--- src/hw/rtl/ksum_pkg.sv ---
`timescale 1ns / 1ps
// ----------------------------------------------------------------------------
// ksum_pkg
// shared widths, codes and control structs of the sorted union merge unit
// ----------------------------------------------------------------------------
package ksum_pkg;

   localparam int DATA_W         = 32;
   localparam int LIST_NUM_W     = 3;
   localparam int ACTION_W       = 2;
   localparam int REQ_TDATA_W    = 40;
   localparam int RSP_TDATA_W    = 40;

   localparam int DEF_MAX_LISTS  = 8;
   localparam int DEF_LIST_DEPTH = 256;

   // request kinds carried in req_tuser
   localparam logic [ACTION_W-1:0] ACT_LOAD  = 2'd0;
   localparam logic [ACTION_W-1:0] ACT_PULL  = 2'd1;
   localparam logic [ACTION_W-1:0] ACT_CLEAR = 2'd2;

   // commands to the list head and fill table
   typedef struct packed {
      logic clear;
      logic append;
      logic advance;
   } list_cmd_type;

   // commands to the shared minimum unit
   typedef struct packed {
      logic clear;
      logic step;
   } min_cmd_type;

endpackage

--- src/hw/rtl/ksum_min_unit.sv ---
`timescale 1ns / 1ps
// ----------------------------------------------------------------------------
// ksum_min_unit
// shared signed comparator, keeps the running minimum and its match mask
// ----------------------------------------------------------------------------
module ksum_min_unit #(
   parameter int MAX_LISTS = ksum_pkg::DEF_MAX_LISTS,
   parameter int LW        = (MAX_LISTS > 1) ? $clog2(MAX_LISTS) : 1
) (
   input  logic                        clock,
   input  logic                        reset,
   input  ksum_pkg::min_cmd_type       cmd,
   input  logic [LW-1:0]               idx,
   input  logic [ksum_pkg::DATA_W-1:0] value,
   output logic                        found,
   output logic [ksum_pkg::DATA_W-1:0] best,
   output logic [MAX_LISTS-1:0]        match_mask
);

   logic                        found_ff, found_in;
   logic [ksum_pkg::DATA_W-1:0] best_ff, best_in;
   logic [MAX_LISTS-1:0]        mask_ff, mask_in;
   logic [MAX_LISTS-1:0]        idx_bit;
   logic                        is_less;
   logic                        is_equal;

   assign is_less  = $signed(value) < $signed(best_ff);
   assign is_equal = (value == best_ff);

   always_comb begin
      for (int k = 0; k < MAX_LISTS; k++) begin
         idx_bit[k] = (idx == LW'(k));
      end
   end

   always_comb begin
      found_in = found_ff;
      best_in  = best_ff;
      mask_in  = mask_ff;
      if (cmd.clear) begin
         found_in = 1'b0;
         mask_in  = '0;
      end else if (cmd.step) begin
         if (!found_ff || is_less) begin
            found_in = 1'b1;
            best_in  = value;
            mask_in  = idx_bit;
         end else if (is_equal) begin
            mask_in  = mask_ff | idx_bit;
         end
      end
   end

   always_ff @(posedge clock) begin
      if (reset) begin
         found_ff <= 1'b0;
         mask_ff  <= '0;
      end else begin
         found_ff <= found_in;
         mask_ff  <= mask_in;
      end
   end

   always_ff @(posedge clock) begin
      best_ff <= best_in;
   end

   assign found      = found_ff;
   assign best       = best_ff;
   assign match_mask = mask_ff;

endmodule

--- config.mk ---
export PLATFORM = sky130hd
export DESIGN_NAME = ksum_min_unit
export DESIGN_NICKNAME = d
export VERILOG_FILES = /design/src/hw/rtl/ksum_pkg.sv /design/src/hw/rtl/ksum_min_unit.sv
export SDC_FILE = /design/constraint.sdc
export NUM_CORES = 1
export LEC_CHECK = 0
export BUFFER_PORTS_ARGS = -buffer_cell sky130_fd_sc_hd__buf_4
export CELL_PAD_IN_SITES_DETAIL_PLACEMENT = 0
export CELL_PAD_IN_SITES_GLOBAL_PLACEMENT = 1
export CORE_AREA = 2 2 84 86
export CTS_CLUSTER_SIZE = 40
export DETAILED_ROUTE_END_ITERATION = 8
export DIE_AREA = 0 0 86 88
export HOLD_SLACK_MARGIN = 0.08
export PLACE_DENSITY = 0.78
export SLEW_MARGIN = 30
export SYNTH_ARGS = -nofsm -noshare
export SYNTH_HDL_FRONTEND = slang
export SYNTH_SLANG_ARGS = --single-unit
--- constraint.sdc ---
create_clock -name clock -period 3.95 [get_ports clock]
set_clock_uncertainty 0.1 [all_clocks]
set_input_delay 0 -clock clock [delete_from_list [all_inputs] [get_ports clock]]
set_output_delay 0 -clock clock [all_outputs]
set_load 0.01 [all_outputs]
* Yosys cells after proc, flatten, opt, wreduce, memory -nomap -nowiden
Cells that the tools add are included.
Storage, ports and cells: flip-flop bits (word level) 41, bits in latches 0, memory bits (writable) 0, memory bits (read-only) 0, bits of input ports 39, output and inout bits 41, logic and storage cells 24, memories 0
Cells by class: $add $sub $neg 0, multiply operators 0, div/mod/pow operators 0, $lt $le $gt $ge 1, equality and inequality tests 8, shift operators 0, mux-type cells 2, bitwise logic cells 2, reductions and logical operators 8
Operators by type and width (number):
- equality test 32 bit | 1
- less-than comparator 32 bit | 1
- two-way mux 8 bit | 2
- equality test 3 bit (second input constant) | 4
- OR 8 bit | 1
- equality test 3 x 2 -> 1 bit (second input constant) | 2
- AND reduction 2 bit | 2
- equality test 3 x 1 -> 1 bit (second input constant) | 1
- zero test 3 bit | 1
- AND reduction 3 bit | 1
- nonzero test 2 bit | 1
- OR reduction 2 bit | 1
- zero test 1 bit | 1
- logical OR 1 bit | 1
- NOT 1 bit | 1

* Logic depth before layout (Yosys ltp)
depth in word-level cells 4, gate-level depth with buffers 10

* Worst setup path before layout
Ideal clock, no wire load.
path type flip-flop to flip-flop, from register best_ff (netlist bit best[30]), to register best_ff (netlist bit best[0]), enable pin, setup time 0.432 ns, arrival 3.367 ns, data required time 3.418 ns, path slack 0.051 ns, stages on the path, launching flop included 10, buffers on the path 0, path through edfxtp_1 -> inv_1 -> ha_1 -> a21oi_1 -> nand2_1 -> a221o_1 -> a211o_1 -> nor2_1 -> xor2_1 -> a21oi_1
On the way: longest elaborated chain between the ends 3
RTL lines:
- from (decl) | line ksum_min_unit.sv:21 | logic [ksum_pkg::DATA_W-1:0] best_ff, best_in;
- from (signal assigned) | line ksum_min_unit.sv:65 | best_ff <= best_in;
- less-than comparator 32 bit | line ksum_min_unit.sv:27 | assign is_less = $signed(value) < $signed(best_ff);
- logical OR 1 bit | line ksum_min_unit.sv:44 | if (!found_ff || is_less) begin
- AND reduction 3 bit (no source line)
No other way between the ends. A chain may end at the register's enable or synchronous reset.

* Final worst setup path
from register best_ff (netlist bit best[31]), to register best_ff (netlist bit best[23]), enable pin
The elaborated chain is that of the path after synthesis.

==> results.ini <==
[route]
vias = 1872
wl_um = 5231
wl_per_cell_um = 13.11
drtIter0Drc = 68
first_pass_iters = 4
top_layer_used = met4
met2RoutedLength_um = 2431
ant_nets = 0
dr_wl_met3_um = 337
drc = 0
vias_per_cell = 4.692
wl_met1_um = 2408

[hold_path]
hold_class = input port to register
worstHoldPathCells = 3

[placement]
dp_cells = 349
place.gp.congestion = 0.7253
place_hpwl_um = 3899
io_buffer_count = 79

[logic_synthesis]
ys_ff_latch = 41
ys.flop_type = edfxtp_1
synthArstFlopShare_pct = 0
syn_area_um2 = 2212
syn_area_per_cell_um2 = 11.58
yosysTopAreaCell = edfxtp_1
syn_nets = 262
synth_warnings = 0
yosysTopAreaCellShare_pct = 43.44
ys_top_cells_by_area = edfxtp_1, ha_1, dfxtp_1
syn-instance-count = 191
synth_edf_count = 32
synth_cell_type_count = 35
ys_seq_area_share_pct = 51.58
synth_commonest_cells = inv_1, edfxtp_1, ha_1
yosysMostFrequentCell = inv_1

[critical_path]
cp_num_buf_inv = 2
endpoint_kind = register
crit_chain = inv_1, ha_1, nand4_2, nor4_1, o41a_1, nor2_1, xor2_1, a21oi_4, buf_4
worst_setup_path_start_kind = register
path_delay_family = simple AND/OR/NAND/NOR gates
crit_cells = 9
crit_arrival_ns = 3.01
worstPathRequired_ns = 3.81
slowest_delay_ns = 0.46
critPathSlowestCell = nor4_1
crit_fanout = 22
critical_path_class = register to register
r2r_cells = 9

[timing]
fin_crit_sh_pct = 79.64
max_freq_ghz = 0.3179
min_period_ns = 3.146
finalSetupTns_ns = 0
worst_pin_slew_ns = 0.4322
finalHoldViolations = 0
rsz0062_at_grt = false
slew_violations = 0
setup_violations = 0
maxSlewHeadroom_pct = 70.92

[outcome]
outcome = finished, final reports clean

[cells_and_area]
fin_nets = 389
final_core_util_pct = 51.34
finalNonFillerCells = 399
fillers = 630
drive_above_1_share_pct = 28.84
diodes = 0
areaGrowthSynthToFinish_pct = 54.19

[clocking]
cts_setup_buffers = 0
clock_latency_ns = 0.29
clock_sinks = 41
clock_path_buffers = 2
cts_resized = 0
htreeDepth = 2
cts_buffers = 5
cts_hold_buffers = 42
clk_pin_slew_worst_paths_ns = 0.07
cts-root-buf = clkbuf_8
cts_tree = built

[floorplan]
die_w_um = 86
io_pins = 80
fp.dieH_um = 88
num_rows = 30
die_area_um2 = 7568
core_um2 = 6644
start_util_pct = 33.30

[flow_run]
maxCapViolations = 0

[pwr]
power_density_nw_per_um2 = 276.1
peakVddDrop_v = 0.0001557
leakagePower_nw = 1.586

[global_route]
track_usage_pct = 14.09
grt_overflow = 0
grt_pass1_vias = 1917
grt_max_degree = 23
antenna_found_initial = 0
grt_pass1_wl_um = 8438

==> through the flow <==
step	cell area, µm²	power (mW)	hold WS, ns	worst slack [ns]
CTS	3411	0.9545	0.1278	0.7675
detailed placement	2909	0.6667	0.09223	0.7998
global route	3411	0.9923	0.1340	0.6125
global placement	2909	0.6644	0.08946	0.8335
floorplan	2212	0.5843	-0.001131	0.05101
finish	3411	0.9418	0.1365	0.8044
==> layer usage <==
metal | GRT usage, % | vias up
met3 | 3.959 | 5
met2 | 23.33 | 53
met5 | 0 | -
met1 | 18.13 | 857
li1 | - | 957
met4 | 3.896 | 0
==> path summary, 6_finish.rpt <==
| path | to | slack [ns] | from |
|---|---|---|---|
| setup / recovery | best[23]$_DFFE_PP_ | 0.80 | best[31]$_DFFE_PP_ |
| hold / removal | best[2]$_DFFE_PP_ | 0.14 | cmd[1] |
| setup reg to reg | best[23]$_DFFE_PP_ | 0.80 | best[31]$_DFFE_PP_ |
| hold reg to reg | match_mask[3]$_SDFFE_PP0P_ | 0.38 | match_mask[3]$_SDFFE_PP0P_ |
==> cell families (layout without fill, tap and decap cells) <==
kind of cell               Yosys count  count (layout)  synth area share, %
AOI/OAI and AO/OA                   42              42                13.24
DFF                                 41              41                51.58
and+or+nand+nor                     39              39                10.24
buffers and inverters               36             164                6.448
adders and majority gates           32              32                18.10
xor gates and xnor gates             1               1               0.3960
==> worst register-to-register path: stages, from the launching register on <==
cell and delay (ns):
edfxtp_1 0.36, inv_1 0.05, ha_1 0.38, nand4_2 0.17, nor4_1 0.46, o41a_1 0.30
nor2_1 0.07, xor2_1 0.17, a21oi_4 0.38, buf_4 0.38
==> cells in the final DEF (no fill, tap or decap), drive strengths merged, types with 2 or more instances in the layout <==
cell and count:
a21o 4, a21oi 14, buf 80, clkbuf 5
clkinv 3, dfxtp 9, dlygate4sd3 42, edfxtp 32
ha 32, inv 34, nand2 7, nand2b 2
nand3 9, nand4 8, nor2 4, nor3 4
o21ai 6, o2bb2ai 5, o41ai 3, or3 2
==> state kept, by name, summed over array words and instances (netlist names) <==
name	cells
best	32
match_mask	8
found	1
==> area by class of cell <==
class	count	area [µm²]	area share [%]
Clock buffer	5	68.82	2.018
Inverter	34	127.6	3.742
Multi-Input combinational cell	114	939.7	27.55
Timing Repair Buffer	122	1021	29.93
Clock inverter	3	12.51	0.3668
Sequential cell	41	1141	33.46
Tap cell	80	100.1	2.935
==> power by group <==
part / total, mW / internal [mW] / leakage, nW / switching, mW
combinational: 0.192 / 0.105 / 1.17 / 0.0876
sequential: 0.495 / 0.485 / 0.372 / 0.00952
clock: 0.255 / 0.119 / 0.0430 / 0.136
No activity file was read; power rests on OpenSTA's default activity.
