==> src/hw/rtl/ksum_pkg.sv <==
`timescale 1ns / 1ps
// ----------------------------------------------------------------------------
// ksum_pkg
// shared widths, codes and control structs of the sorted union merge unit
// ----------------------------------------------------------------------------
package ksum_pkg;

   localparam int DATA_W         = 32;
   localparam int LIST_NUM_W     = 3;
   localparam int ACTION_W       = 2;
   localparam int REQ_TDATA_W    = 40;
   localparam int RSP_TDATA_W    = 40;

   localparam int DEF_MAX_LISTS  = 8;
   localparam int DEF_LIST_DEPTH = 256;

   // request kinds carried in req_tuser
   localparam logic [ACTION_W-1:0] ACT_LOAD  = 2'd0;
   localparam logic [ACTION_W-1:0] ACT_PULL  = 2'd1;
   localparam logic [ACTION_W-1:0] ACT_CLEAR = 2'd2;

   // commands to the list head and fill table
   typedef struct packed {
      logic clear;
      logic append;
      logic advance;
   } list_cmd_type;

   // commands to the shared minimum unit
   typedef struct packed {
      logic clear;
      logic step;
   } min_cmd_type;

endpackage

==> src/hw/rtl/ksum_list_table.sv <==
`timescale 1ns / 1ps
// ----------------------------------------------------------------------------
// ksum_list_table
// per-list fill counts and head positions
// ----------------------------------------------------------------------------
module ksum_list_table #(
   parameter int MAX_LISTS  = ksum_pkg::DEF_MAX_LISTS,
   parameter int LIST_DEPTH = ksum_pkg::DEF_LIST_DEPTH,
   parameter int LW         = (MAX_LISTS > 1) ? $clog2(MAX_LISTS) : 1,
   parameter int CNT_W      = $clog2(LIST_DEPTH + 1)
) (
   input  logic                  clock,
   input  logic                  reset,
   input  ksum_pkg::list_cmd_type cmd,
   input  logic [LW-1:0]         sel,
   input  logic [MAX_LISTS-1:0]  adv_mask,
   output logic [CNT_W-1:0]      sel_fill,
   output logic [CNT_W-1:0]      sel_head,
   output logic [MAX_LISTS-1:0]  has_values
);

   logic [CNT_W-1:0] fill_ff [MAX_LISTS];
   logic [CNT_W-1:0] fill_in [MAX_LISTS];
   logic [CNT_W-1:0] head_ff [MAX_LISTS];
   logic [CNT_W-1:0] head_in [MAX_LISTS];

   always_comb begin
      for (int k = 0; k < MAX_LISTS; k++) begin
         fill_in[k] = fill_ff[k];
         head_in[k] = head_ff[k];
         if (cmd.clear) begin
            fill_in[k] = '0;
            head_in[k] = '0;
         end else begin
            if (cmd.append && (sel == LW'(k))) begin
               fill_in[k] = fill_ff[k] + CNT_W'(1);
            end
            if (cmd.advance && adv_mask[k]) begin
               head_in[k] = head_ff[k] + CNT_W'(1);
            end
         end
      end
   end

   always_ff @(posedge clock) begin
      if (reset) begin
         for (int k = 0; k < MAX_LISTS; k++) begin
            fill_ff[k] <= '0;
            head_ff[k] <= '0;
         end
      end else begin
         for (int k = 0; k < MAX_LISTS; k++) begin
            fill_ff[k] <= fill_in[k];
            head_ff[k] <= head_in[k];
         end
      end
   end

   always_comb begin
      for (int k = 0; k < MAX_LISTS; k++) begin
         has_values[k] = (head_ff[k] != fill_ff[k]);
      end
   end

   assign sel_fill = fill_ff[sel];
   assign sel_head = head_ff[sel];

endmodule

==> config.mk <==
export PLATFORM = sky130hd
export DESIGN_NAME = ksum_list_table
export DESIGN_NICKNAME = d
export VERILOG_FILES = /design/src/hw/rtl/ksum_pkg.sv /design/src/hw/rtl/ksum_list_table.sv
export SDC_FILE = /design/constraint.sdc
export NUM_CORES = 1
export LEC_CHECK = 0
export ABC_AREA = 1
export BUFFER_PORTS_ARGS = -buffer_cell sky130_fd_sc_hd__buf_2
export CORE_MARGIN = 3
export CORE_UTILIZATION = 35
export DETAILED_ROUTE_END_ITERATION = 8
export SLEW_MARGIN = 5
export SYNTH_ARGS = -nofsm -noshare
export SYNTH_HDL_FRONTEND = slang
export SYNTH_SLANG_ARGS = --single-unit
==> constraint.sdc <==
create_clock -name clock -period 1.7 [get_ports clock]
set_input_delay 0.17 -clock clock [delete_from_list [all_inputs] [get_ports clock]]
set_output_delay 0.17 -clock clock [all_outputs]
set_load 0.01 [all_outputs]
---- Word level (Yosys, flattened, before mapping) ----
Memory sizes are Yosys's and may differ from the RTL's.
Index checks and enable logic that the tools add are counted.
storage, ports and cells
  input bits .............................. 16
  memory bits (writable) .................. 144
  memories ................................ 2
  register bits ........................... 0
  output and inout bits ................... 26
memory list
  name     words  width  rd ports  clocked after Yosys merged registers in  wr ports  line                   source
  fill_ff  8      9      9         0                                        8         ksum_list_table.sv:22  logic [CNT_W-1:0] fill_ff [MAX_LISTS];
  head_ff  8      9      9         0                                        8         ksum_list_table.sv:24  logic [CNT_W-1:0] head_ff [MAX_LISTS];
cells by class
  multiplexer cells ....................... 51
  $add $sub $neg .......................... 16
  bitwise logic cells ..................... 16
  reductions and logical operators ........ 17
  eq/ne operators ......................... 15
operator list
  operator                                       number
  2-to-1 mux 9 bit                               48
  adder 9 x 1 -> 9 bit, second input constant    16
  != test 9 bit                                  8
  logical AND 1 bit                              16
  bitwise OR 1 bit                               16
  == test 3 bit, second input constant           4
  == test 3 x 2 -> 1 bit, second input constant  2
  == test 3 x 1 -> 1 bit, second input constant  1
  zero test 3 bit                                1
  2-to-1 mux 1 bit                               3

---- Longest topological paths before layout ----
  depth in word-level cells ............... 5
  depth in mapped cells ................... 9
  mapped depth without buffers ............ 7

---- Least setup slack after synthesis ----
Ideal clock, no wire load.
  kind .................................... in2out
  start point ............................. in sel[1]
  end point ............................... out sel_fill[0]
  setup slack ............................. 0.449 ns
  required time ........................... 1.530 ns
  arrival ................................. 1.081 ns
  buffers on the path ..................... 2
  stages on the path ...................... 9
  cell sequence ........................... buf_4 inv_2 nand2_2 buf_2 nor2_1 nor2_1 nand2_1 nand2_1 nand2_1
between the ends
  cells in the longest elaborated chain, start to end .. 1
ends and longest elaborated chain
  what                     line                   source
  start: declaration       ksum_list_table.sv:15  input logic [LW-1:0] sel,
  memory read (8 x 9 bit)  n/a
  end: declaration         ksum_list_table.sv:17  output logic [CNT_W-1:0] sel_fill,
No other way between the ends.

==> impl_metrics.py <==
metrics = {
    "synth": {
        "synthCells": 1606,
        "synth.area.top_cells": "dfxtp_1 (31%), nand2_1 (22%), nor2_1 (12%), inv_1 (7.4%), nand3_1 (6.6%)",
        "ys_ff_latch": 144,
        "syn_nets": 1638,
        "syn_area_um2": 9220,
        "yosys_warnings": 0,
        "postSynthAreaPerCell_um2": 5.74,
        "ys_types": 22,
        "ys_seq_area_share_pct": 31.3,
        "synth.top_cell.area_share_pct": 31.3,
        "synth_top_area_cell": "dfxtp_1",
    },
    "worst_setup_path": {
        "crit_end": "sel_fill[4]",
        "crit_chain": "nand3_1 -> nand4_1 -> nand2_1 -> nand2_1 -> buf_2",
        "r2r_slack_ps": 310,
        "cpMostUsedCell": "nand2_1",
        "cp_max_fo": 6,
        "crit_arrival_ps": 1480,
        "startpoint_type": "register",
        "crit_path_start": "fill_ff[2][4]$_SDFFE_PP0P_",
        "crit_slowest_cell": "dfxtp_2",
        "end_kind": "output pin",
        "worstPathRequired_ps": 1530,
        "worstRegToRegCells": 6,
        "rr_startpoint": "fill_ff[3][0]$_SDFFE_PP0P_",
        "worstReg2RegEnd": "fill_ff[3][6]$_SDFFE_PP0P_",
        "worstSetupPathType": "register to output pin",
        "critPathMaxStageDelay_ps": 420,
    },
    "power": {
        "power-per-cell-area_nw_per_um2": 717,
        "vdd.ir_drop.worst_uv": 500,
        "p_leak_nw": 4.14,
        "power_mw": 7.78,
    },
    "placement": {
        "dp_hpwl_mm": 22.7,
        "gp_congestion": 0.948,
        "place_area_um2": 9870,
        "dp_slack_ps": 130,
        "port_buffers": 41,
    },
    "timing": {
        "slew_headroom_pct": 50.9,
        "setup_ws_ps": 50.9,
        "period_minus_slack_ps": 1650,
        "finalSetupTns_ps": 0,
        "drv_slew": 0,
        "skew_ps": 6.31,
        "worstMarginPinSlew_ps": 736,
        "max_freq_ghz": 0.606,
        "finalCritPeriodShare_pct": 97.0,
        "hold_violations": 0,
        "setup_viol": 0,
        "rsz0062_at_grt": "yes",
    },
    "grt": {
        "grt_antenna_before_repair": 0,
        "grt_pass1_vias": 8776,
        "grt_pass1_wl_mm": 47.2,
        "grt-ovfl-total": 0,
        "grt_usage_pct": 20.8,
        "grt_max_degree": 55,
    },
    "finish": {
        "final_area_um2": 10900,
        "utilization_pct": 42.5,
        "synthToLayoutAreaGrowth_pct": 17.8,
        "fill_cells": 2732,
        "final_cell_mix": "nand2_1 (528), nor2_1 (288), inv_1 (160)",
        "final_common_cell": "nand2_1",
        "num_antenna_cells": 0,
        "layout-drive-gt1-share_pct": 17.6,
        "nets": 1682,
    },
    "clock_network": {
        "htreeDepth": 4,
        "cts_root_buf": "clkbuf_16",
        "cts.clk_slew.worst_paths_ps": 60,
        "holdBufCountCts": 0,
        "clock_path_buffers": 2,
        "cts_tree": "built",
        "numCtsBuffers": 17,
        "insertion_delay_ps": 430,
        "clock_sinks": 144,
    },
    "floorplan": {
        "io_pins": 42,
        "die-area_um2": 28300,
        "die_w_um": 168,
        "num_rows": 58,
        "start_util_pct": 36.1,
        "fp.dieH_um": 168,
        "coreArea_um2": 25500,
    },
    "drt": {
        "via_per_inst": 5.00,
        "wirelength_mm": 29.8,
        "drt_iter0_drc": 1061,
        "drc": 0,
        "firstDrtPassIters": 5,
        "wl_per_cell_um": 15.0,
        "antenna_left": 0,
        "via_count": 9959,
    },
    "job": {
        "maxCapViolations": 0,
    },
    "status": {
        "status": "finished clean",
    },
    "min_path": {
        "hp-class": "input pin to register",
        "hold_path_depth": 3,
    },
}
## cells in the mapped netlist
cell type,n
nand4_1,54
buf_4,3
or2_2,6
nor2_2,6
a21oi_1,96
buf_2,21
inv_1,181
nor3_1,15
dfxtp_1,144
inv_2,3
nand2_2,5
nor2_1,303
nor2_4,3
o21ai_1,3
ha_1,16
nand2_4,1
o21ai_0,45
clkbuf_1,23
xnor2_1,22
nand3_1,122
buf_1,1
nand2_1,533
## critical path: cells and delay by family, from the launching register on
family | cells | cell delay, ps
AND/OR/NAND/NOR | 4 | 470
flip-flops | 1 | 420
buffers and inverters | 1 | 160
## worst min-delay path by stage
stage                      from                         end  slack, ps
floorplan           adv_mask[6]  head_ff[6][0]$_SDFFE_PP0P_        330
global placement    adv_mask[3]  head_ff[3][1]$_SDFFE_PP0P_        470
detailed placement  adv_mask[6]  head_ff[6][1]$_SDFFE_PP0P_        480
CTS                 adv_mask[3]  head_ff[3][1]$_SDFFE_PP0P_         20
global route        adv_mask[6]  head_ff[6][0]$_SDFFE_PP0P_         60
finish              adv_mask[3]  head_ff[3][1]$_SDFFE_PP0P_         40
## cells by family after synthesis
| group | after synthesis | synth area share (%) |
|---|---|---|
| XOR/XNOR | 22 | 2.09 |
| flip-flops | 144 | 31.3 |
| adder cells (fa/ha/maj) | 16 | 2.17 |
| buffers and inverters | 232 | 9.85 |
| AND/OR/NAND/NOR | 1048 | 46.8 |
| AO/OA/AOI/OAI | 144 | 7.82 |
## per-layer routing
layer / track usage (%) / part of all wire, % / vias to the layer above
met5: 0 / 0 / -
met3: 4.91 / 7.5 / 48
met1: 30.5 / 49 / 4478
li1: - / - / 5133
met2: 30.6 / 41 / 300
met4: 5.19 / 2.3 / 0
## cell type report
cell class | count | area (um^2) | share of cell area [%]
clock buffers | 19 | 453 | 4.17
well taps | 330 | 413 | 3.80
repair buffers | 73 | 534 | 4.92
inverters | 184 | 696 | 6.41
multi-input cells | 1230 | 5530 | 50.9
flip-flops and latches | 144 | 3090 | 28.5
clock inverters | 10 | 139 | 1.28
## sequential cells by signal, summed over array words and instances (netlist names)
name     count
head_ff     72
fill_ff     72
## stage by stage
stage                     hold WS (ps)  cells
final                             39.4   1990
after global routing              63.9   1990
after CTS                         21.2   1980
after detailed placement           479   1951
after global placement             472   1951
after floorplan                    330   1606
## power breakdown
part / total, mW / internal [mW] / switching, mW / leakage, nW
clock: 3.89 / 2.36 / 1.53 / 0.279
sequential: 3.38 / 3.35 / 0.0246 / 1.23
combinational: 0.516 / 0.165 / 0.351 / 2.63
total: 7.78 / 5.88 / 1.91 / 4.14
## repair_timing
item,4_1_cts,5_1_grt
pin swaps,0,18
gates resized for setup,36,163
endpoints found under the hold margin,0,0
setup endpoints to repair,18,26
setup buffers,0,11
Power figures use the tool's default switching activity.
